==> config.mk <==
export PLATFORM = sky130hd
export DESIGN_NAME = resp2_command_frame_parser
export DESIGN_NICKNAME = d
export VERILOG_FILES = /design/src/rtl/r2cfp_pkg.sv /design/src/rtl/r2cfp_csr.sv /design/src/rtl/resp2_command_frame_parser.sv
export SDC_FILE = /design/constraint.sdc
export NUM_CORES = 1
export LEC_CHECK = 0
export CORE_MARGIN = 4
export CORE_UTILIZATION = 50
export DETAILED_ROUTE_END_ITERATION = 10
export DONT_BUFFER_PORTS = 1
export PLACE_DENSITY = 0.76
export SLEW_MARGIN = 20
export SYNTH_ARGS = -nofsm -noshare
export SYNTH_HDL_FRONTEND = slang
export SYNTH_SLANG_ARGS = --single-unit
==> constraint.sdc <==
create_clock -name clock -period 11.5 [get_ports clock]
set_input_delay 0.575 -clock clock [delete_from_list [all_inputs] [get_ports clock]]
set_output_delay 0.575 -clock clock [all_outputs]
set_load 0.01 [all_outputs]
==> src/rtl/r2cfp_pkg.sv <==
`timescale 1ns / 1ps
// shared types and constants for the resp2 command frame parser
// no dependencies; used by r2cfp_csr and resp2_command_frame_parser
package r2cfp_pkg;

   // parser phases
   typedef enum logic [3:0] {
      PH_IDLE      = 4'd0,
      PH_RESYNC    = 4'd1,
      PH_ARR_NUM   = 4'd2,
      PH_ARR_LF    = 4'd3,
      PH_BULK_LEAD = 4'd4,
      PH_BULK_NUM  = 4'd5,
      PH_BULK_LF   = 4'd6,
      PH_PAYLOAD   = 4'd7,
      PH_SKIP      = 4'd8
   } phase_type;

   // result kinds
   localparam logic [1:0] KIND_PAYLOAD   = 2'd0;
   localparam logic [1:0] KIND_EMPTY_ELEM = 2'd1;
   localparam logic [1:0] KIND_EMPTY_CMD = 2'd2;
   localparam logic [1:0] KIND_ERROR     = 2'd3;

   // protocol characters
   localparam logic [7:0] CH_BULK  = 8'h24;
   localparam logic [7:0] CH_ARRAY = 8'h2A;
   localparam logic [7:0] CH_LF    = 8'h0A;
   localparam logic [7:0] CH_CR    = 8'h0D;
   localparam logic [7:0] CH_ZERO  = 8'h30;
   localparam logic [7:0] CH_NINE  = 8'h39;

   // register indexes (paddr[2])
   localparam logic REG_MAX_ELEMENTS    = 1'b0;
   localparam logic REG_MAX_BULK_LENGTH = 1'b1;

   localparam logic [15:0] MAX_ELEMENTS_RESET    = 16'd64;
   localparam logic [29:0] MAX_BULK_LENGTH_RESET = 30'h2000_0000;

   // limits handed from the register file to the parser
   typedef struct packed {
      logic [15:0] max_elements;
      logic [29:0] max_bulk_length;
   } cfg_type;

endpackage

==> src/rtl/r2cfp_csr.sv <==
`timescale 1ns / 1ps
// register file for the resp2 command frame parser: apb-style access
// depends on r2cfp_pkg
module r2cfp_csr (
   input  logic               clock,
   input  logic               reset,
   input  logic               csr_psel,
   input  logic               csr_penable,
   input  logic               csr_pwrite,
   input  logic [2:0]         csr_paddr,
   input  logic [31:0]        csr_pwdata,
   output logic [31:0]        csr_prdata,
   output logic               csr_pready,
   output r2cfp_pkg::cfg_type cfg
);

   logic [15:0] max_elements_ff;
   logic [29:0] max_bulk_length_ff;
   logic        wr_en;

   assign csr_pready = 1'b1;
   assign wr_en      = csr_psel & csr_penable & csr_pwrite & csr_pready;

   always_ff @(posedge clock) begin
      if (reset) begin
         max_elements_ff    <= r2cfp_pkg::MAX_ELEMENTS_RESET;
         max_bulk_length_ff <= r2cfp_pkg::MAX_BULK_LENGTH_RESET;
      end else if (wr_en) begin
         unique case (csr_paddr[2])
            r2cfp_pkg::REG_MAX_ELEMENTS: begin
               max_elements_ff <= csr_pwdata[15:0];
            end
            r2cfp_pkg::REG_MAX_BULK_LENGTH: begin
               max_bulk_length_ff <= csr_pwdata[29:0];
            end
            default: begin
               max_elements_ff <= max_elements_ff;
            end
         endcase
      end
   end

   always_comb begin
      unique case (csr_paddr[2])
         r2cfp_pkg::REG_MAX_ELEMENTS:    csr_prdata = {16'd0, max_elements_ff};
         r2cfp_pkg::REG_MAX_BULK_LENGTH: csr_prdata = {2'd0, max_bulk_length_ff};
         default:                        csr_prdata = 32'd0;
      endcase
   end

   assign cfg.max_elements    = max_elements_ff;
   assign cfg.max_bulk_length = max_bulk_length_ff;

endmodule

==> src/rtl/resp2_command_frame_parser.sv <==
`timescale 1ns / 1ps
// resp2 command frame parser top level: byte-stream parser with result register
// depends on r2cfp_pkg and r2cfp_csr
//
// usage
// - req_* carries the raw request stream, one byte per word
// - rsp_* carries one word per payload byte, empty element, empty command
//   or protocol error; tlast marks the word that completes a command
// - csr_* sets the element count limit (addr 0) and bulk length limit (addr 4)
// - every byte is parsed in the cycle it is accepted; its result word, if any,
//   sits in the result register from the next cycle on
// - throughput is one byte per cycle; the only limit is the single result
//   register, which lets a new byte in whenever it is empty or being drained
// - while rsp_tready is low and a result is held, req_tready drops and the
//   parser state is frozen; bytes that give no result still need the slot free
// - reset returns the parser to waiting for '*', clears the result register
//   and loads the limits with 64 elements and 2^29 bytes
// - after a protocol error the parser drops bytes silently until the next '*'
module resp2_command_frame_parser #(
   parameter int LENGTH_BITS = 32,
   parameter int INDEX_BITS  = 16
) (
   input  logic        clock,
   input  logic        reset,
   // request stream
   input  logic        req_tvalid,
   output logic        req_tready,
   input  logic [7:0]  req_tdata,   // [7:0] in_byte
   // result stream
   output logic        rsp_tvalid,
   input  logic        rsp_tready,
   output logic [23:0] rsp_tdata,   // [7:0] payload_byte, [23:8] element_index
   output logic [3:0]  rsp_tuser,   // [1:0] kind, [2] element_first, [3] element_last
   output logic        rsp_tlast,   // command_last
   // configuration
   input  logic        csr_psel,
   input  logic        csr_penable,
   input  logic        csr_pwrite,
   input  logic [2:0]  csr_paddr,
   input  logic [31:0] csr_pwdata,
   output logic [31:0] csr_prdata,
   output logic        csr_pready
);

   // accumulator holds both counts and lengths
   localparam int ACC_BITS = (LENGTH_BITS > INDEX_BITS) ? LENGTH_BITS : INDEX_BITS;
   localparam int WIDE_BITS = ACC_BITS + 32;
   localparam logic [ACC_BITS-1:0] ACC_ONES = '1;
   localparam logic [ACC_BITS-1:0] IDX_MASK = ACC_ONES >> (ACC_BITS - INDEX_BITS);
   localparam logic [ACC_BITS-1:0] LEN_MASK = ACC_ONES >> (ACC_BITS - LENGTH_BITS);

   r2cfp_pkg::cfg_type cfg;

   r2cfp_csr u_csr (
      .clock       (clock),
      .reset       (reset),
      .csr_psel    (csr_psel),
      .csr_penable (csr_penable),
      .csr_pwrite  (csr_pwrite),
      .csr_paddr   (csr_paddr),
      .csr_pwdata  (csr_pwdata),
      .csr_prdata  (csr_prdata),
      .csr_pready  (csr_pready),
      .cfg         (cfg)
   );

   // parser state
   r2cfp_pkg::phase_type   phase_ff, phase_in;
   logic [ACC_BITS-1:0]    acc_ff, acc_in;
   logic                   digit_seen_ff, digit_seen_in;
   logic [INDEX_BITS-1:0]  elem_left_ff, elem_left_in;
   logic [INDEX_BITS-1:0]  cur_elem_ff, cur_elem_in;
   logic [LENGTH_BITS-1:0] pay_left_ff, pay_left_in;
   logic [1:0]             skip_left_ff, skip_left_in;

   // result register
   logic        rsp_valid_ff, rsp_valid_in;
   logic [1:0]  rsp_kind_ff;
   logic [7:0]  rsp_byte_ff;
   logic [15:0] rsp_index_ff;
   logic        rsp_first_ff, rsp_last_ff, rsp_cmd_ff;

   // per-byte result
   logic        res_valid;
   logic [1:0]  res_kind;
   logic [7:0]  res_byte;
   logic [15:0] res_index;
   logic        res_first, res_last, res_cmd;

   logic                   req_fire;
   logic [7:0]             b;
   logic                   is_digit;
   logic [3:0]             digit;
   logic [ACC_BITS+3:0]    acc_next;
   logic [WIDE_BITS-1:0]   me_wide, mbl_wide;
   logic [ACC_BITS-1:0]    count_lim, length_lim;
   logic                   count_over, length_over;
   logic [INDEX_BITS+15:0] idx_ext;
   logic                   elem_is_last;
   logic [LENGTH_BITS-1:0] pay_dec;
   logic [1:0]             skip_dec;
   logic [INDEX_BITS-1:0]  elem_dec;

   assign req_tready = ~rsp_valid_ff | rsp_tready;
   assign req_fire   = req_tvalid & req_tready;
   assign b          = req_tdata;

   // decimal digit step: acc * 10 + digit as two shifts and two adds
   assign is_digit = (b >= r2cfp_pkg::CH_ZERO) && (b <= r2cfp_pkg::CH_NINE);
   assign digit    = 4'(b - r2cfp_pkg::CH_ZERO);
   assign acc_next = {acc_ff, 3'b000} + {2'b00, acc_ff, 1'b0} + (ACC_BITS+4)'(digit);

   // effective limits, capped at what the counters can hold
   assign me_wide    = WIDE_BITS'(cfg.max_elements);
   assign mbl_wide   = WIDE_BITS'(cfg.max_bulk_length);
   assign count_lim  = (me_wide < WIDE_BITS'(IDX_MASK)) ? me_wide[ACC_BITS-1:0] : IDX_MASK;
   assign length_lim = (mbl_wide < WIDE_BITS'(LEN_MASK)) ? mbl_wide[ACC_BITS-1:0] : LEN_MASK;
   assign count_over  = acc_next > {4'd0, count_lim};
   assign length_over = acc_next > {4'd0, length_lim};

   // element index is reported on 16 bits whatever the counter width
   assign idx_ext      = {16'd0, cur_elem_ff};
   assign elem_is_last = (elem_left_ff == INDEX_BITS'(1));

   assign pay_dec  = (pay_left_ff == '0) ? '0 : pay_left_ff - LENGTH_BITS'(1);
   assign skip_dec = (skip_left_ff == 2'd0) ? 2'd0 : skip_left_ff - 2'd1;
   assign elem_dec = (elem_left_ff == '0) ? '0 : elem_left_ff - INDEX_BITS'(1);

   always_comb begin
      logic fail;
      fail          = 1'b0;
      phase_in      = phase_ff;
      acc_in        = acc_ff;
      digit_seen_in = digit_seen_ff;
      elem_left_in  = elem_left_ff;
      cur_elem_in   = cur_elem_ff;
      pay_left_in   = pay_left_ff;
      skip_left_in  = skip_left_ff;
      res_valid     = 1'b0;
      res_kind      = r2cfp_pkg::KIND_PAYLOAD;
      res_byte      = 8'd0;
      res_index     = 16'd0;
      res_first     = 1'b0;
      res_last      = 1'b0;
      res_cmd       = 1'b0;

      unique case (phase_ff)
         r2cfp_pkg::PH_IDLE: begin
            if (b != r2cfp_pkg::CH_ARRAY) begin
               fail = 1'b1;
            end else begin
               acc_in        = '0;
               digit_seen_in = 1'b0;
               phase_in      = r2cfp_pkg::PH_ARR_NUM;
            end
         end
         r2cfp_pkg::PH_RESYNC: begin
            if (b == r2cfp_pkg::CH_ARRAY) begin
               acc_in        = '0;
               digit_seen_in = 1'b0;
               phase_in      = r2cfp_pkg::PH_ARR_NUM;
            end
         end
         r2cfp_pkg::PH_ARR_NUM: begin
            if (is_digit) begin
               if (count_over) begin
                  fail = 1'b1;
               end else begin
                  acc_in        = acc_next[ACC_BITS-1:0];
                  digit_seen_in = 1'b1;
               end
            end else if (b == r2cfp_pkg::CH_CR && digit_seen_ff) begin
               phase_in = r2cfp_pkg::PH_ARR_LF;
            end else begin
               fail = 1'b1;
            end
         end
         r2cfp_pkg::PH_ARR_LF: begin
            if (b != r2cfp_pkg::CH_LF) begin
               fail = 1'b1;
            end else if (acc_ff == '0) begin
               // empty array
               phase_in  = r2cfp_pkg::PH_IDLE;
               res_valid = 1'b1;
               res_kind  = r2cfp_pkg::KIND_EMPTY_CMD;
               res_cmd   = 1'b1;
            end else begin
               elem_left_in = acc_ff[INDEX_BITS-1:0];
               cur_elem_in  = '0;
               phase_in     = r2cfp_pkg::PH_BULK_LEAD;
            end
         end
         r2cfp_pkg::PH_BULK_LEAD: begin
            if (b != r2cfp_pkg::CH_BULK) begin
               fail = 1'b1;
            end else begin
               acc_in        = '0;
               digit_seen_in = 1'b0;
               phase_in      = r2cfp_pkg::PH_BULK_NUM;
            end
         end
         r2cfp_pkg::PH_BULK_NUM: begin
            if (is_digit) begin
               if (length_over) begin
                  fail = 1'b1;
               end else begin
                  acc_in        = acc_next[ACC_BITS-1:0];
                  digit_seen_in = 1'b1;
               end
            end else if (b == r2cfp_pkg::CH_CR && digit_seen_ff) begin
               phase_in = r2cfp_pkg::PH_BULK_LF;
            end else begin
               fail = 1'b1;
            end
         end
         r2cfp_pkg::PH_BULK_LF: begin
            if (b != r2cfp_pkg::CH_LF) begin
               fail = 1'b1;
            end else if (acc_ff == '0) begin
               // empty element, its two trailing bytes still follow
               skip_left_in = 2'd2;
               phase_in     = r2cfp_pkg::PH_SKIP;
               res_valid    = 1'b1;
               res_kind     = r2cfp_pkg::KIND_EMPTY_ELEM;
               res_index    = idx_ext[15:0];
               res_last     = 1'b1;
               res_cmd      = elem_is_last;
            end else begin
               pay_left_in = acc_ff[LENGTH_BITS-1:0];
               phase_in    = r2cfp_pkg::PH_PAYLOAD;
            end
         end
         r2cfp_pkg::PH_PAYLOAD: begin
            pay_left_in = pay_dec;
            if (pay_dec == '0) begin
               skip_left_in = 2'd2;
               phase_in     = r2cfp_pkg::PH_SKIP;
            end
            res_valid = 1'b1;
            res_kind  = r2cfp_pkg::KIND_PAYLOAD;
            res_byte  = b;
            res_index = idx_ext[15:0];
            // accumulator still holds the element length
            res_first = (ACC_BITS'(pay_left_ff) == acc_ff);
            res_last  = (pay_left_ff[LENGTH_BITS-1:1] == '0);
            res_cmd   = (pay_left_ff[LENGTH_BITS-1:1] == '0) && elem_is_last;
         end
         r2cfp_pkg::PH_SKIP: begin
            skip_left_in = skip_dec;
            if (skip_dec == 2'd0) begin
               elem_left_in = elem_dec;
               cur_elem_in  = cur_elem_ff + INDEX_BITS'(1);
               phase_in     = (elem_dec == '0) ? r2cfp_pkg::PH_IDLE
                                               : r2cfp_pkg::PH_BULK_LEAD;
            end
         end
         default: begin
            phase_in = r2cfp_pkg::PH_RESYNC;
         end
      endcase

      if (fail) begin
         phase_in  = r2cfp_pkg::PH_RESYNC;
         res_valid = 1'b1;
         res_kind  = r2cfp_pkg::KIND_ERROR;
         res_byte  = 8'd0;
         res_index = 16'd0;
         res_first = 1'b0;
         res_last  = 1'b0;
         res_cmd   = 1'b0;
      end
   end

   // parser state advances only on an accepted byte
   always_ff @(posedge clock) begin
      if (reset) begin
         phase_ff      <= r2cfp_pkg::PH_IDLE;
         acc_ff        <= '0;
         digit_seen_ff <= 1'b0;
         elem_left_ff  <= '0;
         cur_elem_ff   <= '0;
         pay_left_ff   <= '0;
         skip_left_ff  <= 2'd0;
      end else if (req_fire) begin
         phase_ff      <= phase_in;
         acc_ff        <= acc_in;
         digit_seen_ff <= digit_seen_in;
         elem_left_ff  <= elem_left_in;
         cur_elem_ff   <= cur_elem_in;
         pay_left_ff   <= pay_left_in;
         skip_left_ff  <= skip_left_in;
      end
   end

   // result register: filled by a byte with a result, drained by the receiver
   assign rsp_valid_in = (req_fire & res_valid) | (rsp_valid_ff & ~rsp_tready);

   always_ff @(posedge clock) begin
      if (reset) begin
         rsp_valid_ff <= 1'b0;
      end else begin
         rsp_valid_ff <= rsp_valid_in;
      end
   end

   always_ff @(posedge clock) begin
      if (req_fire && res_valid) begin
         rsp_kind_ff  <= res_kind;
         rsp_byte_ff  <= res_byte;
         rsp_index_ff <= res_index;
         rsp_first_ff <= res_first;
         rsp_last_ff  <= res_last;
         rsp_cmd_ff   <= res_cmd;
      end
   end

   assign rsp_tvalid = rsp_valid_ff;
   assign rsp_tdata  = {rsp_index_ff, rsp_byte_ff};
   assign rsp_tuser  = {rsp_last_ff, rsp_first_ff, rsp_kind_ff};
   assign rsp_tlast  = rsp_cmd_ff;

endmodule

## Yosys cells after proc, flatten, opt, wreduce, memory -nomap -nowiden

Cells that the tools add are included.

| cells by class | value |
|---|---|
| add/sub/neg operators | 7 |
| multiply operators | 0 |
| div/mod/pow operators | 0 |
| order comparisons | 6 |
| equal/unequal tests | 40 |
| shifts and indexed selects | 0 |
| mux-type cells | 77 |
| bitwise logic cells | 11 |
| reductions and logical operators | 27 |

Operators by type and width:

| cell | count |
|---|---|
| $mux W32 | 11 |
| $pmux W32 S5 | 1 |
| $mux W16 | 9 |
| $pmux W32 S2 | 2 |
| $logic_not A32 Y1 | 3 |
| $pmux W16 S2 | 3 |
| $mux W4 | 13 |
| $add A35 B33 Y36 | 1 |
| $add A36 B4 Y36 | 1 |
| $gt A36 B16 Y1 | 1 |
| $gt A36 B32 Y1 | 1 |
| $pmux W4 S9 | 1 |
| $ne A3 B3 Y1 const B | 11 |
| $eq A32 B32 Y1 | 1 |
| $logic_not A16 Y1 | 2 |
| $lt A30 B32 Y1 const B | 1 |
| $sub A32 B1 Y32 const B | 1 |
| $logic_not A31 Y1 | 1 |
| $ne A2 B2 Y1 const B | 14 |
| $mux W1 | 22 |
| $add A16 B1 Y16 const B | 1 |
| $eq A16 B1 Y1 const B | 1 |
| $eq A4 B3 Y1 const B | 4 |
| $lt A16 B16 Y1 const B | 1 |
| other kinds (34) | 61 |

| storage, ports and cells | value |
|---|---|
| bits in registers | 179 |
| latch bits | 0 |
| bits in writable memories | 0 |
| memory bits (read-only) | 0 |
| input port bits | 50 |
| word-level logic and storage cells | 184 |
| memories kept | 0 |

## Depth between registers and ports, before layout

Gate-level depths: netlist of the first run.

| logic depth | value |
|---|---|
| word-level depth | 9 |
| depth in mapped cells | 23 |

## By module

A second synthesis of the first run with hierarchy kept.

| unflattened totals | value |
|---|---|
| cell total of the unflattened synthesis | 1726 |
| area total of the unflattened synthesis | 14047.2 um2 |

By module, submodules not included:

| module | times used | cells an instance | area each (um2) | sequential area each (um2) |
|---|---|---|---|---|
| resp2_command_frame_parser | 1 | 1501 | 11732.5 | 2952.8 |
| r2cfp_csr | 1 | 225 | 2314.7 | 920.9 |

## Worst setup path before layout of the first run

Ideal clock, no wire load.

| path | value |
|---|---|
| path kind | input to register |
| from | input port req_tdata[3] |
| to | register rsp_byte_ff[0], enable pin |
| setup time | 0.425 ns |
| data arrival time | 5.756 ns |
| slack | 5.319 ns |
| cell stages on the path | 18 |
| path buffers | 0 |
| path through | fa_1 -> fa_1 -> a211oi_1 -> o21a_1 -> or3_1 -> a31oi_1 -> or3_1 -> and2_1 -> ha_1 -> nand2_1 -> or3_1 -> a21oi_1 -> a2111oi_0 -> nand4_1 -> o211ai_1 -> o211ai_1 -> nor2_1 -> a21oi_1 |

| between the ends | value |
|---|---|
| word-level cells in the longest chain between the ends | 8 |

RTL lines:

| what | RTL line | RTL |
|---|---|---|
| start: declaration | resp2_command_frame_parser.sv:28 | `input logic [7:0] req_tdata,` |
| $sub A4 B1 Y4 | resp2_command_frame_parser.sv:110 | `assign digit = 4'(b - r2cfp_pkg::CH_ZERO);` |
| $add A36 B4 Y36 | resp2_command_frame_parser.sv:111 | `assign acc_next = {acc_ff, 3'b000} + {2'b00, acc_ff, 1'b0} + (ACC_BITS+4)'(digit);` |
| $gt A36 B32 Y1 or $gt A36 B16 Y1 (tied branches) | resp2_command_frame_parser.sv:119, resp2_command_frame_parser.sv:118 |  |
| $mux W1, on equally long branches | resp2_command_frame_parser.sv:204, resp2_command_frame_parser.sv:166 |  |
| $mux W1, on equally long branches | resp2_command_frame_parser.sv:203, resp2_command_frame_parser.sv:165 |  |
| $pmux W1 S5 | resp2_command_frame_parser.sv:147 | `unique case (phase_ff)` |
| $mux W1 * | resp2_command_frame_parser.sv:262 | `if (fail) begin` |
| $logic_and A1 B1 Y1 * | resp2_command_frame_parser.sv:307 | `if (req_fire && res_valid) begin` |
| end signal: assignment | resp2_command_frame_parser.sv:309 | `rsp_byte_ff <= res_byte;` |
| end: declaration | resp2_command_frame_parser.sv:79 | `logic [7:0] rsp_byte_ff;` |

Every way passes the cells marked *; elsewhere a longest branch is shown, timed or not.
A chain may end at the register's enable or synchronous reset.

## Final worst setup path of the first run

| path | value |
|---|---|
| from | register acc_ff[2] |
| to | register rsp_index_ff[4], enable pin |

| between the ends | value |
|---|---|
| word-level cells in the longest chain between the ends | 8 |

RTL lines:

| what | RTL line | RTL |
|---|---|---|
| start: declaration | resp2_command_frame_parser.sv:69 | `logic [ACC_BITS-1:0] acc_ff, acc_in;` |
| start signal: assignment | resp2_command_frame_parser.sv:286 | `acc_ff <= acc_in;` |
| $add A35 B33 Y36 | resp2_command_frame_parser.sv:111 |  |
| $add A36 B4 Y36 | resp2_command_frame_parser.sv:111 |  |
| $gt A36 B32 Y1 or $gt A36 B16 Y1 (tied branches) | resp2_command_frame_parser.sv:119, resp2_command_frame_parser.sv:118 |  |
| $mux W1, on equally long branches | resp2_command_frame_parser.sv:204, resp2_command_frame_parser.sv:166 |  |
| $mux W1, on equally long branches | resp2_command_frame_parser.sv:203, resp2_command_frame_parser.sv:165 |  |
| $pmux W1 S5 | resp2_command_frame_parser.sv:147 |  |
| $mux W1 * | resp2_command_frame_parser.sv:262 |  |
| $logic_and A1 B1 Y1 * | resp2_command_frame_parser.sv:307 |  |
| end signal: assignment | resp2_command_frame_parser.sv:310 | `rsp_index_ff <= res_index;` |
| end: declaration | resp2_command_frame_parser.sv:80 | `logic [15:0] rsp_index_ff;` |

Marked as above.

==> results of run 1 <==
[power groups by stage]
stage / combinational (mW) / clock, mW / sequential (mW)
2_1_floorplan: 0.0424 / 0 / 0.669
3_3_place_gp: 0.0426 / 0 / 0.671
3_5_place_dp: 0.0444 / 0 / 0.671
4_1_cts: 0.0446 / 0.632 / 0.657
5_1_grt: 0.0497 / 0.659 / 0.658
6_report: 0.0450 / 0.623 / 0.656
[cell usage after synthesis (all sizes together) (16+ instances only)]
library cell    n  area share (%)
buf            26             1.2
dfxtp         150              23
xnor2          28             1.9
nand2         227             6.4
or3            23             1.2
nor3           68             2.7
xor2           58             3.8
inv            74             2.1
mux2i          21             1.6
nand4          43             2.0
and2           25             1.2
edfxtp         29             6.6
nor2          184             5.3
nor4           35             1.8
ha            113              11
a211oi         31             1.8
nand3          21            0.79
o21ai          74             2.8
a21oi         167             6.3
o211ai         22             1.2
nor2b          21            0.99
clkbuf         89             2.5
a21o           16            0.91
[state kept, by name (all words and copies together), names as in the netlist, 2 cells and up]
signal / cells
pay_left_ff: 32
phase_ff: 4
u_csr.max_bulk_length_ff: 30
rsp_byte_ff: 8
rsp_index_ff: 16
rsp_kind_ff: 2
u_csr.max_elements_ff: 16
cur_elem_ff: 16
elem_left_ff: 16
acc_ff: 32
skip_left_ff: 2
[worst max-delay path by stage]
stage	slack (ns)	depth (start not counted)	endpoint	start
floorplan	5.32	18	rsp_byte_ff[0]$_SDFFCE_PP0P_	req_tdata[3]
global placement	4.27	19	rsp_index_ff[14]$_SDFFCE_PP0P_	acc_ff[2]$_SDFFE_PP0P_
detailed placement	4.15	19	rsp_index_ff[10]$_SDFFCE_PP0P_	acc_ff[2]$_SDFFE_PP0P_
CTS	4.11	19	rsp_index_ff[3]$_SDFFCE_PP0P_	acc_ff[2]$_SDFFE_PP0P_
global route	3.52	19	rsp_byte_ff[4]$_SDFFCE_PP0P_	acc_ff[2]$_SDFFE_PP0P_
finish	3.89	19	rsp_index_ff[4]$_SDFFCE_PP0P_	acc_ff[2]$_SDFFE_PP0P_
[metrics by stage]
stage | setup slack [ns] | power [mW] | hold WS [ns]
final | 3.89 | 1.32 | 0.201
after global routing | 3.52 | 1.37 | 0.183
after CTS | 4.11 | 1.33 | 0.186
after detailed placement | 4.15 | 0.716 | 0.442
after global placement | 4.27 | 0.713 | 0.438
after floorplan | 5.32 | 0.711 | 0.436
[kinds of logic after synthesis]
logic type	count (synthesis)
other	2
and+or+nand+nor	711
adders and majority gates	115
DFF	179
AOI/OAI and AO/OA	415
xor gates and xnor gates	86
buffers and inverters	189
muxes	32
[final cells by class]
type                    instances  area [um^2]  area share [%]
inverters                      74          278            2.00
repair buffers                 12         90.1           0.647
well taps                     335          419            3.01
multi-input cells            1362         8610            61.9
flip-flops and latches        179         3870            27.8
clock inverters                15          216            1.56
clock buffers                  17          425            3.06
[routing by layer]
| layer | share of wire, % | vias to the layer above | global-route usage, % |
|---|---|---|---|
| met5 | 0 | - | 0 |
| met4 | 2.7 | 0 | 7.60 |
| met1 | 43 | 5862 | 35.2 |
| met2 | 45 | 590 | 40.1 |
| li1 | - | 6005 | - |
| met3 | 8.8 | 81 | 5.22 |
==> flow_summary_export.csv, run 1 <==
group,metric,value,unit
run_status,run_status,"finished, final reports clean",
sta,final_critical_path_required_period,7.61,ns
detailed_routing,dr.pass1.iters,6,
synthesis,synth_warnings,0,
global_routing,grt_pass1_vias,11600,
global_routing,antenna_found_initial,0,
cts,clock_input_transition_at_the_sequential_cells_of_the_worst_setup_and_hold_paths,0.09,ns
synthesis,synth-compound-area-share,19.6,%
finish,final_cell_area,13900,um^2
setup_path,r2r_setup_slack,3.89,ns
floorplan,floorplan.initialDensity,50.8,%
min_path,timing.hold.worst.start,"reset",
synthesis,synth_fa_ha_area_share,11.0,%
detailed_routing,route.vias.total,12500,
synthesis,synth_top_family_by_area,"simple AND/OR/NAND/NOR gates",
finish,layoutNonFillerInstCount,1994,
run,drv_cap,0,
global_routing,gr-usage-all-layers,25.4,%
setup_path,crit_fanout,29,
synthesis,fraction_of_the_yosys_area_taken_by_sequential_cells,29.3,%
cts,clock_insertion_delay_worst_skew,0.45,ns
detailed_routing,residual_antenna_violating_net_count_after_detailed_routing,0,
setup_path,crit-reg2reg-capture,"rsp_index_ff[4]$_SDFFCE_PP0P_",
cts,htree_num_levels,4,
synthesis,synthXorXnorAreaFrac,5.69,%
pwr,peakVddDrop,0.0000919,V
setup_path,timing.critical_path.required,11.63,ns
finish,layout-drive-gt1-share,5.06,%
floorplan,die_width,171,um
detailed_routing,route.final.wire_length,38000,um
detailed_routing,drtIter0Drc,1134,
setup_path,critical-path-slowest-cell,"sky130_fd_sc_hd__a2111oi_0",
sta,timing.setup.tns,0,ns
sta,timing.slew.headroom,27.7,%
cts,cts_sinks,179,
synthesis,synth_edf_count,29,
finish,areaGrowthSynthToFinish,5.20,%
synthesis,yosys-mux-area-fraction,2.53,%
setup_path,critical_path.startpoint_type,"flop",
synthesis,synth.cell_area,13200,um^2
setup_path,worst-setup-path-type,"reg2reg",
setup_path,slowest_delay,0.81,ns
min_path,whs_path_depth,1,
synthesis,synth_seq_cells,179,
floorplan,design.portCount,114,
pwr,leakage_power,5.59,nW
global_routing,grt_pass1_wl,60400,um
pwr,net-switching-power,359,uW
sta,finalHoldViolations,0,
finish,post-route-util,53.4,%
cts,cts_buffers,17,
detailed_routing,via_per_inst,6.29,
finish,final.fill_count,2408,
synthesis,synthArstFlopShare,0,%
place,buffer_ports.inserted,0,
detailed_routing,detail_route.drc_violations,0,
finish,layout_common_cells,"sky130_fd_sc_hd__nand2_1, sky130_fd_sc_hd__nor2_1, sky130_fd_sc_hd__a21oi_1",
setup_path,reg2regPathDepth,19,
setup_path,timing.critical_path.to_type,"flop",
sta,unrepaired_setup_endpoints_after_global_routing,"false",
setup_path,cp_data_arrival_time,7.74,ns
floorplan,num_rows,59,
pwr,power_per_cell_area,95.2,nW/um^2
setup_path,crit_family,"compound AO/OA/AOI/OAI gates",
cts,cts-resized-gates,0,
setup_path,reg2reg_from,"acc_ff[2]$_SDFFE_PP0P_",
synthesis,post_synthesis_cell_count,1729,
setup_path,path_cells,"fa_1, ha_1, a211oi_1, o211ai_1, a31oi_1, o211a_1, xnor2_1, ha_1, a21o_1, a21o_1, a21o_1, a2111oi_0, nand4_1, a2111oi_0, nand4_1, o211ai_1, o211ai_1, nor2_1, a21oi_4",
pwr,power.switching_fraction,27.1,%
finish,commonest_non_fill_non_tap_cell_in_the_layout,"sky130_fd_sc_hd__nand2_1",
sta,worst_slew_pin_slew,1.09,ns
pwr,share_seq_of_total_power,49.6,%
sta,setup-violations-final,0,
setup_path,number_of_buffer_and_inverter_instances_along_the_worst_setup_path,0,
synthesis,syn_avg_cell_area,7.65,um^2
finish,nets,1811,
floorplan,die_y,171,um
cts,tritoncts_clock_tree,"done",
global_routing,grt-ovfl-total,0,
floorplan,core_area,26100,um^2
synthesis,yosys.cell_types.count,88,
min_path,min_delay_worst_endpoint,"pay_left_ff[30]$_SDFFE_PP0P_",
finish,antenna_cells_inserted,0,
sta,worst_clock_skew,0.0164,ns
sta,timing_max_transition_violations_final,0,
cts,cts.repair_timing.setup_buffer_count,0,
cts,cts_hold_buf,0,
pwr,internal-power,965,uW
sta,clock.fmax,131,MHz
min_path,hold_path_class,"in2reg",
pwr,clockPowerShare,47.0,%
cts,cts.path.max_buffers,2,
cts,cts_root_buffer,"sky130_fd_sc_hd__clkbuf_16",
place,detailed_place.area,13300,um^2
sta,timing.final.crit_share,66.2,%
pwr,combPwrFrac,3.4,%
place,place_congestion,0.940,
place,placedCellCount,1962,
synthesis,synth-main-ff-cell,"sky130_fd_sc_hd__dfxtp_1",
detailed_routing,post_drt_wl_per_cell,19.1,um
global_routing,grt_start_max_net_pins,146,
synthesis,yosys.area_share.simple,26.0,%
floorplan,design.die.area,29100,um^2
place,post-dp-hpwl,27500,um
No activity file was read; power rests on OpenSTA's default activity.
==> inputs of run 2 (changes only) <==
Settings changed: ABC_AREA set to 1, PLACE_DENSITY 0.76 to 0.79.
Clock period 11.5 ns to 6.7 ns, I/O delays scaled along.
==> run 2 against run 1 <==
Against the previous run: critical path depth rose by 8; synthesized area rose by 6.0%; highest routed layer unchanged; sequential power rose by 100%; wire length rose by 8.8%; fmax rose by 39%; register-to-register slack got worse by 2.7 ns; sequential share of layout area fell by 1.8 points.
==> flow_summary_export.csv, run 2 <==
group,metric,value,unit
setup_path,crit_family,"simple AND/OR/NAND/NOR gates",
floorplan,num_rows,61,
detailed_routing,detail_route.drc_violations,0,
cts,clock_insertion_delay_worst_skew,0.45,ns
pwr,power_per_cell_area,267,nW/um^2
sta,finalHoldViolations,0,
min_path,min_delay_worst_endpoint,"u_csr.max_bulk_length_ff[29]$_SDFFE_PP1P_",
sta,setup-violations-final,0,
place,buffer_ports.inserted,0,
global_routing,grt_pass1_vias,13000,
detailed_routing,post_drt_wl_per_cell,16.9,um
synthesis,synth_warnings,0,
setup_path,timing.critical_path.required,7.07,ns
setup_path,r2r_setup_slack,1.22,ns
sta,timing_max_transition_violations_final,0,
setup_path,cp_data_arrival_time,5.85,ns
synthesis,synth_edf_count,29,
global_routing,antenna_found_initial,0,
pwr,leakage_power,7.03,nW
synthesis,fraction_of_the_yosys_area_taken_by_sequential_cells,27.6,%
min_path,timing.hold.worst.start,"csr_pwdata[29]",
setup_path,crit-reg2reg-capture,"acc_ff[20]$_SDFFE_PP0P_",
setup_path,number_of_buffer_and_inverter_instances_along_the_worst_setup_path,4,
floorplan,design.portCount,114,
cts,htree_num_levels,4,
setup_path,slowest_delay,0.81,ns
finish,post-route-util,53.8,%
cts,clock_input_transition_at_the_sequential_cells_of_the_worst_setup_and_hold_paths,0.08,ns
cts,tritoncts_clock_tree,"done",
detailed_routing,dr.pass1.iters,6,
floorplan,core_area,27700,um^2
finish,areaGrowthSynthToFinish,6.20,%
finish,layoutNonFillerInstCount,2444,
setup_path,cpMostUsedCell,"sky130_fd_sc_hd__nand2_1",
detailed_routing,residual_antenna_violating_net_count_after_detailed_routing,0,
synthesis,synthArstFlopShare,0,%
run,drv_cap,0,
cts,cts_buffers,17,
min_path,hold_path_class,"in2reg",
setup_path,critical_path.startpoint_type,"flop",
cts,cts.repair_timing.setup_buffer_count,0,
detailed_routing,route.final.wire_length,41300,um
min_path,whs_path_depth,2,
finish,top_regs,"acc_ff: 32 flops, pay_left_ff: 32 flops, u_csr.max_bulk_length_ff: 30 flops",
detailed_routing,route.vias.total,13900,
finish,layout_common_cells,"sky130_fd_sc_hd__nand2_1, sky130_fd_sc_hd__inv_1, sky130_fd_sc_hd__nor2_1",
global_routing,gr-usage-all-layers,26.4,%
cts,cts.path.max_buffers,2,
place,post-dp-hpwl,30600,um
synthesis,synth.cell_area,14000,um^2
sta,worst_clock_skew,0.0163,ns
setup_path,reg2reg_from,"acc_ff[11]$_SDFFE_PP0P_",
detailed_routing,drtIter0Drc,1221,
synthesis,post_synthesis_cell_count,2095,
sta,worst_slew_pin_slew,0.918,ns
synthesis,synth-main-ff-cell,"sky130_fd_sc_hd__dfxtp_1",
finish,commonest_non_fill_non_tap_cell_in_the_layout,"sky130_fd_sc_hd__nand2_1",
floorplan,die_width,175,um
sta,unrepaired_setup_endpoints_after_global_routing,"false",
sta,timing.slew.headroom,38.4,%
pwr,peakVddDrop,0.000160,V
run_status,run_status,"finished, final reports clean",
finish,antenna_cells_inserted,0,
setup_path,reg2regPathDepth,27,
floorplan,floorplan.initialDensity,50.6,%
synthesis,synth_seq_cells,179,
finish,nets,2218,
sta,clock.fmax,183,MHz
synthesis,synth_most_common_cell,"sky130_fd_sc_hd__nand2_1",
setup_path,crit_fanout,33,
setup_path,timing.critical_path.to_type,"flop",
synthesis,syn_avg_cell_area,6.69,um^2
setup_path,critical-path-slowest-cell,"sky130_fd_sc_hd__dfxtp_1",
sta,timing.final.crit_share,81.7,%
global_routing,grt-ovfl-total,0,
synthesis,yosys.area.top_type_share,21.4,%
cts,cts_sinks,179,
finish,layout-drive-gt1-share,7.70,%
global_routing,grt_pass1_wl,66600,um
sta,final_critical_path_required_period,5.48,ns
synthesis,ys_top_cells_by_count,"sky130_fd_sc_hd__nand2_1, sky130_fd_sc_hd__inv_1, sky130_fd_sc_hd__nor2_1",
synthesis,yosys.cell_types.count,55,
place,place_congestion,0.986,
detailed_routing,via_per_inst,5.69,
cts,cts_root_buffer,"sky130_fd_sc_hd__clkbuf_16",
global_routing,grt_start_max_net_pins,78,
floorplan,die_y,175,um
synthesis,synth_area_leader_cell,"sky130_fd_sc_hd__dfxtp_1",
sta,timing.setup.tns,0,ns
place,placedCellCount,2410,
synthesis,synth_top_cells_by_area,"sky130_fd_sc_hd__dfxtp_1, sky130_fd_sc_hd__nand2_1, sky130_fd_sc_hd__ha_1, sky130_fd_sc_hd__inv_1, sky130_fd_sc_hd__a21oi_1",
setup_path,worst-setup-path-type,"reg2reg",
floorplan,design.die.area,30800,um^2
==> run 2: changes by cell type in the layout (fill, tap and decap cells not counted), moves of 25 or more <==
cell                      delta
sky130_fd_sc_hd__nor2_1     +26
sky130_fd_sc_hd__xor2_1     -25
sky130_fd_sc_hd__inv_1     +206
sky130_fd_sc_hd__nor3_1     -26
sky130_fd_sc_hd__nand2_1   +280
sky130_fd_sc_hd__nand3_2    +35
sky130_fd_sc_hd__and2_1     -25
sky130_fd_sc_hd__o21ai_0    +33
sky130_fd_sc_hd__nand3_1    +68
==> run 2: cell type report <==
type                            instances  area, um^2
Sequential cell                       179        3870
Fill cell                            2671       12800
Tap cell                              378         473
Timing Repair Buffer                   10        97.6
Clock buffer                           17         425
Multi-Input combinational cell       1545        8690
Inverter                              300        1130
Clock inverter                         15         203
==> run 2: metal layers <==
| layer | part of all wire, % | track usage (%) | up-vias | wire length, um |
|---|---|---|---|---|
| li1 | - | - | 6798 | - |
| met1 | 42 | 34.1 | 6401 | 17600 |
| met2 | 47 | 44.7 | 598 | 19300 |
| met3 | 8.1 | 5.04 | 103 | 3370 |
| met4 | 2.7 | 8.22 | 0 | 1140 |
| met5 | 0 | 0 | - | 0 |
==> run 2: cells by family (layout without fill, tap and decap cells) <==
logic type	count (synthesis)	after routing	synth area share (%)
and+or+nand+nor	990	990	32.2
AOI/OAI and AO/OA	377	377	15.4
buffers and inverters	372	342	10.6
DFF	179	179	27.6
adders and majority gates	115	115	10.4
xor gates and xnor gates	60	60	3.80
other	2	3	0.0536
==> run 2: worst max path at each step <==
stage	to	from	cells past startpoint
finish	acc_ff[20]$_SDFFE_PP0P_	acc_ff[11]$_SDFFE_PP0P_	27
global route	rsp_byte_ff[0]$_SDFFCE_PP0P_	acc_ff[13]$_SDFFE_PP0P_	30
CTS	acc_ff[0]$_SDFFE_PP0P_	acc_ff[13]$_SDFFE_PP0P_	27
detailed placement	acc_ff[0]$_SDFFE_PP0P_	acc_ff[13]$_SDFFE_PP0P_	27
global placement	acc_ff[20]$_SDFFE_PP0P_	acc_ff[13]$_SDFFE_PP0P_	27
floorplan	rsp_byte_ff[0]$_SDFFCE_PP0P_	acc_ff[0]$_SDFFE_PP0P_	28
==> run 2: repair_timing <==
action	in CTS	in global routing
resized for setup	0	0
endpoints found under the hold margin	78	0
setup endpoints to repair	0	0
hold buffers	2	0
==> run 2: worst register-to-register path, stage by stage (launching register included) <==
cell	delay, ns
sky130_fd_sc_hd__dfxtp_1	0.81
sky130_fd_sc_hd__ha_1	0.36
sky130_fd_sc_hd__ha_1	0.36
sky130_fd_sc_hd__nand2_1	0.11
sky130_fd_sc_hd__nor2_1	0.27
sky130_fd_sc_hd__and3_1	0.20
sky130_fd_sc_hd__nand2_1	0.08
sky130_fd_sc_hd__nand2_2	0.13
sky130_fd_sc_hd__nand2_1	0.09
sky130_fd_sc_hd__nand3_1	0.07
sky130_fd_sc_hd__nand2_1	0.05
sky130_fd_sc_hd__nand2_1	0.13
sky130_fd_sc_hd__inv_1	0.12
sky130_fd_sc_hd__ha_1	0.28
sky130_fd_sc_hd__nand2_1	0.06
sky130_fd_sc_hd__inv_1	0.05
sky130_fd_sc_hd__nand3_1	0.10
sky130_fd_sc_hd__nor3_1	0.40
sky130_fd_sc_hd__nand4_1	0.16
sky130_fd_sc_hd__nand2_1	0.18
sky130_fd_sc_hd__a21oi_1	0.11
sky130_fd_sc_hd__nor2_2	0.13
sky130_fd_sc_hd__nand2_2	0.08
sky130_fd_sc_hd__inv_2	0.07
sky130_fd_sc_hd__nand2_4	0.25
sky130_fd_sc_hd__inv_6	0.46
sky130_fd_sc_hd__nand3_1	0.16
sky130_fd_sc_hd__a21oi_1	0.14
==> run 2: stage by stage <==
step	hold slack [ns]	area (um^2)	power (mW)	setup slack, ns
4_1_cts	0.00232	14900	3.96	1.39
2_1_floorplan	0.445	14000	2.59	2.25
5_1_grt	0.0142	14900	4.21	0.767
3_5_place_dp	0.422	14200	2.89	1.49
3_3_place_gp	0.416	14200	2.86	1.57
6_report	0.0116	14900	3.97	1.22
==> run 2: power by group <==
group	switching [mW]	total, mW	internal [mW]
clock network	0.544	1.06	0.514
logic	1.11	1.57	0.462
registers	0.105	1.34	1.24
==> inputs of run 3 (changes only) <==
Clock period 6.7 ns to 4.6 ns, I/O delays scaled along.
==> run 3 against run 2 <==
Against the previous run: first-iteration DRC count grew 38%; clock power grew 49%; fmax grew 23%; clock skew grew 0.0017 ns; global-route usage grew 0.66 points; core utilization grew 4.1 points; total power grew 55%; combinational power grew 68%; via count grew 3.7%; worst setup slack lost 1.1 ns; cell count grew 3.7%; sequential share of layout area shrank 1.8 points.
==> flow_summary_export.csv, run 3 (synthesized netlist as in run 2, its figures left out) <==
group,metric,value,unit
finish,commonest_non_fill_non_tap_cell_in_the_layout,"sky130_fd_sc_hd__nand2_1",
finish,layout-drive-gt1-share,13.0,%
place,post-dp-hpwl,31800,um
setup_path,crit-reg2reg-capture,"acc_ff[3]$_SDFFE_PP0P_",
finish,multi_input_area,8950,um^2
floorplan,design.portCount,114,
setup_path,r2r_setup_slack,0.14,ns
setup_path,reg2reg_from,"acc_ff[0]$_SDFFE_PP0P_",
setup_path,number_of_buffer_and_inverter_instances_along_the_worst_setup_path,7,
cts,clock_insertion_delay_worst_skew,0.45,ns
sta,worst_clock_skew,0.0181,ns
floorplan,core_area,27700,um^2
floorplan,num_rows,61,
finish,areaGrowthSynthToFinish,14.4,%
place,buffer_ports.inserted,0,
detailed_routing,post_drt_wl_per_cell,17.2,um
finish,layout.area.seq,3890,um^2
detailed_routing,route.vias.total,14400,
setup_path,timing.critical_path.to_type,"flop",
setup_path,critical-path-slowest-cell,"sky130_fd_sc_hd__fa_2",
finish,antenna_cells_inserted,0,
detailed_routing,route.final.wire_length,43700,um
setup_path,reg2regPathDepth,28,
place,placedCellCount,2462,
floorplan,die_y,175,um
run,drv_cap,0,
cts,cts.path.max_buffers,2,
global_routing,grt_pass1_wl,67900,um
cts,clock_input_transition_at_the_sequential_cells_of_the_worst_setup_and_hold_paths,0.09,ns
finish,final_cell_area,16000,um^2
sta,timing.final.crit_share,97.0,%
pwr,leakage_power,7.52,nW
setup_path,timing.critical_path.to,"acc_ff[3]$_SDFFE_PP0P_",
sta,setup-violations-final,0,
floorplan,design.die.area,30800,um^2
setup_path,worst-path-stages,28,
pwr,post-layout-total-power,6.16,mW
setup_path,cp_data_arrival_time,4.83,ns
cts,htree_num_levels,4,
cts,cts_sinks,179,
setup_path,critical_path.startpoint_type,"flop",
sta,final_critical_path_required_period,4.46,ns
detailed_routing,via_per_inst,5.69,
finish,layoutNonFillerInstCount,2535,
sta,clock.fmax,224,MHz
cts,cts_root_buffer,"sky130_fd_sc_hd__clkbuf_16",
global_routing,gr-usage-all-layers,27.0,%
finish,layout_common_cells,"sky130_fd_sc_hd__nand2_1, sky130_fd_sc_hd__inv_1, sky130_fd_sc_hd__nor2_1",
global_routing,grt-ovfl-total,0,
setup_path,worst-setup-path-type,"reg2reg",
setup_path,timing.critical_path.required,4.97,ns
detailed_routing,detail_route.drc_violations,0,
floorplan,die_width,175,um
setup_path,crit_family,"simple AND/OR/NAND/NOR gates",
cts,cts_buffers,17,
global_routing,grt_start_max_net_pins,81,
floorplan,floorplan.initialDensity,50.6,%
setup_path,slowest_delay,0.39,ns
place,detailed_place.area,14700,um^2
global_routing,antenna_found_initial,0,
sta,fin_hold_ws,0.00216,ns
cts,tritoncts_clock_tree,"done",
detailed_routing,residual_antenna_violating_net_count_after_detailed_routing,0,
sta,timing.slew.headroom,44.4,%
run_status,run_status,"finished, final reports clean",
sta,timing_max_transition_violations_final,0,
setup_path,crit_fanout,8,
min_path,hold_path_class,"in2reg",
detailed_routing,drtIter0Drc,1690,
detailed_routing,dr.pass1.iters,7,
pwr,peakVddDrop,0.000342,V
global_routing,grt_pass1_vias,13300,
setup_path,worst_setup_path_startpoint,"acc_ff[0]$_SDFFE_PP0P_",
sta,finalHoldViolations,0,
finish,post-route-util,57.9,%
sta,worst_slew_pin_slew,0.832,ns
finish,nets,2309,
place,place_congestion,0.988,
pwr,power_per_cell_area,384,nW/um^2
finish,final.fill_count,2519,
finish,top_regs,"acc_ff: 32 flops, pay_left_ff: 32 flops, u_csr.max_bulk_length_ff: 30 flops",
==> run 3: layer usage <==
metal / part of all wire (%) / vias up / track usage [%]
li1: - / 6977 / -
met1: 41 / 6611 / 35.2
met2: 46 / 704 / 45.4
met3: 9.1 / 124 / 4.07
met4: 3.6 / 0 / 10.5
met5: 0 / - / 0
==> run 3: report_power, final <==
group          switching, mW  internal (mW)
combinational           1.72          0.907
sequential             0.150           1.81
clock                  0.782          0.794
==> run 3: how the worst min path moves through the flow <==
stage                         from                                   endpoint  slack, ns  cells past startpoint
floorplan           csr_pwdata[29]  u_csr.max_bulk_length_ff[29]$_SDFFE_PP1P_       0.36                      2
global placement             reset                      rsp_tvalid$_SDFF_PP0_       0.31                      1
detailed placement           reset                      rsp_tvalid$_SDFF_PP0_       0.31                      1
CTS                  csr_pwdata[7]   u_csr.max_bulk_length_ff[7]$_SDFFE_PP0P_      0.001                      2
global route         csr_pwdata[3]   u_csr.max_bulk_length_ff[3]$_SDFFE_PP0P_       0.01                      2
finish               csr_pwdata[3]   u_csr.max_bulk_length_ff[3]$_SDFFE_PP0P_      0.002                      2
==> run 3: metrics by stage <==
step	setup TNS [ns]	setup WS, ns
2_1_floorplan	0	0.155
3_3_place_gp	0	0.0645
3_5_place_dp	0	0.0387
4_1_cts	0	0.0121
5_1_grt	-1.22	-0.0386
6_report	0	0.139
==> run 3: layout make-up <==
type	instances	area share [%]
tap	378	2.95
multi-input combinational	1545	55.8
timing repair buffer	101	5.94
sequential	179	24.2
clock buffer	17	2.65
inverter	300	7.10
clock inverter	15	1.30
==> run 3: what timing repair did <==
action | CTS | global route
pin swaps | 0 | 20
gates cloned | 0 | 4
setup buffers | 0 | 5
endpoints found under the setup margin | 32 | 70
hold buffers | 32 | 0
hold endpoints to repair | 119 | 0
resized for setup | 2 | 71
==> run 3: worst reg2reg max path: cells and delay by family, from the launching register on <==
kind | cells | cell delay, ns
adders and majority gates | 4 | 1.01
xor gates and xnor gates | 1 | 0.17
buffers and inverters | 7 | 0.97
AOI/OAI and AO/OA | 1 | 0.16
DFF | 1 | 0.35
and+or+nand+nor | 15 | 1.72
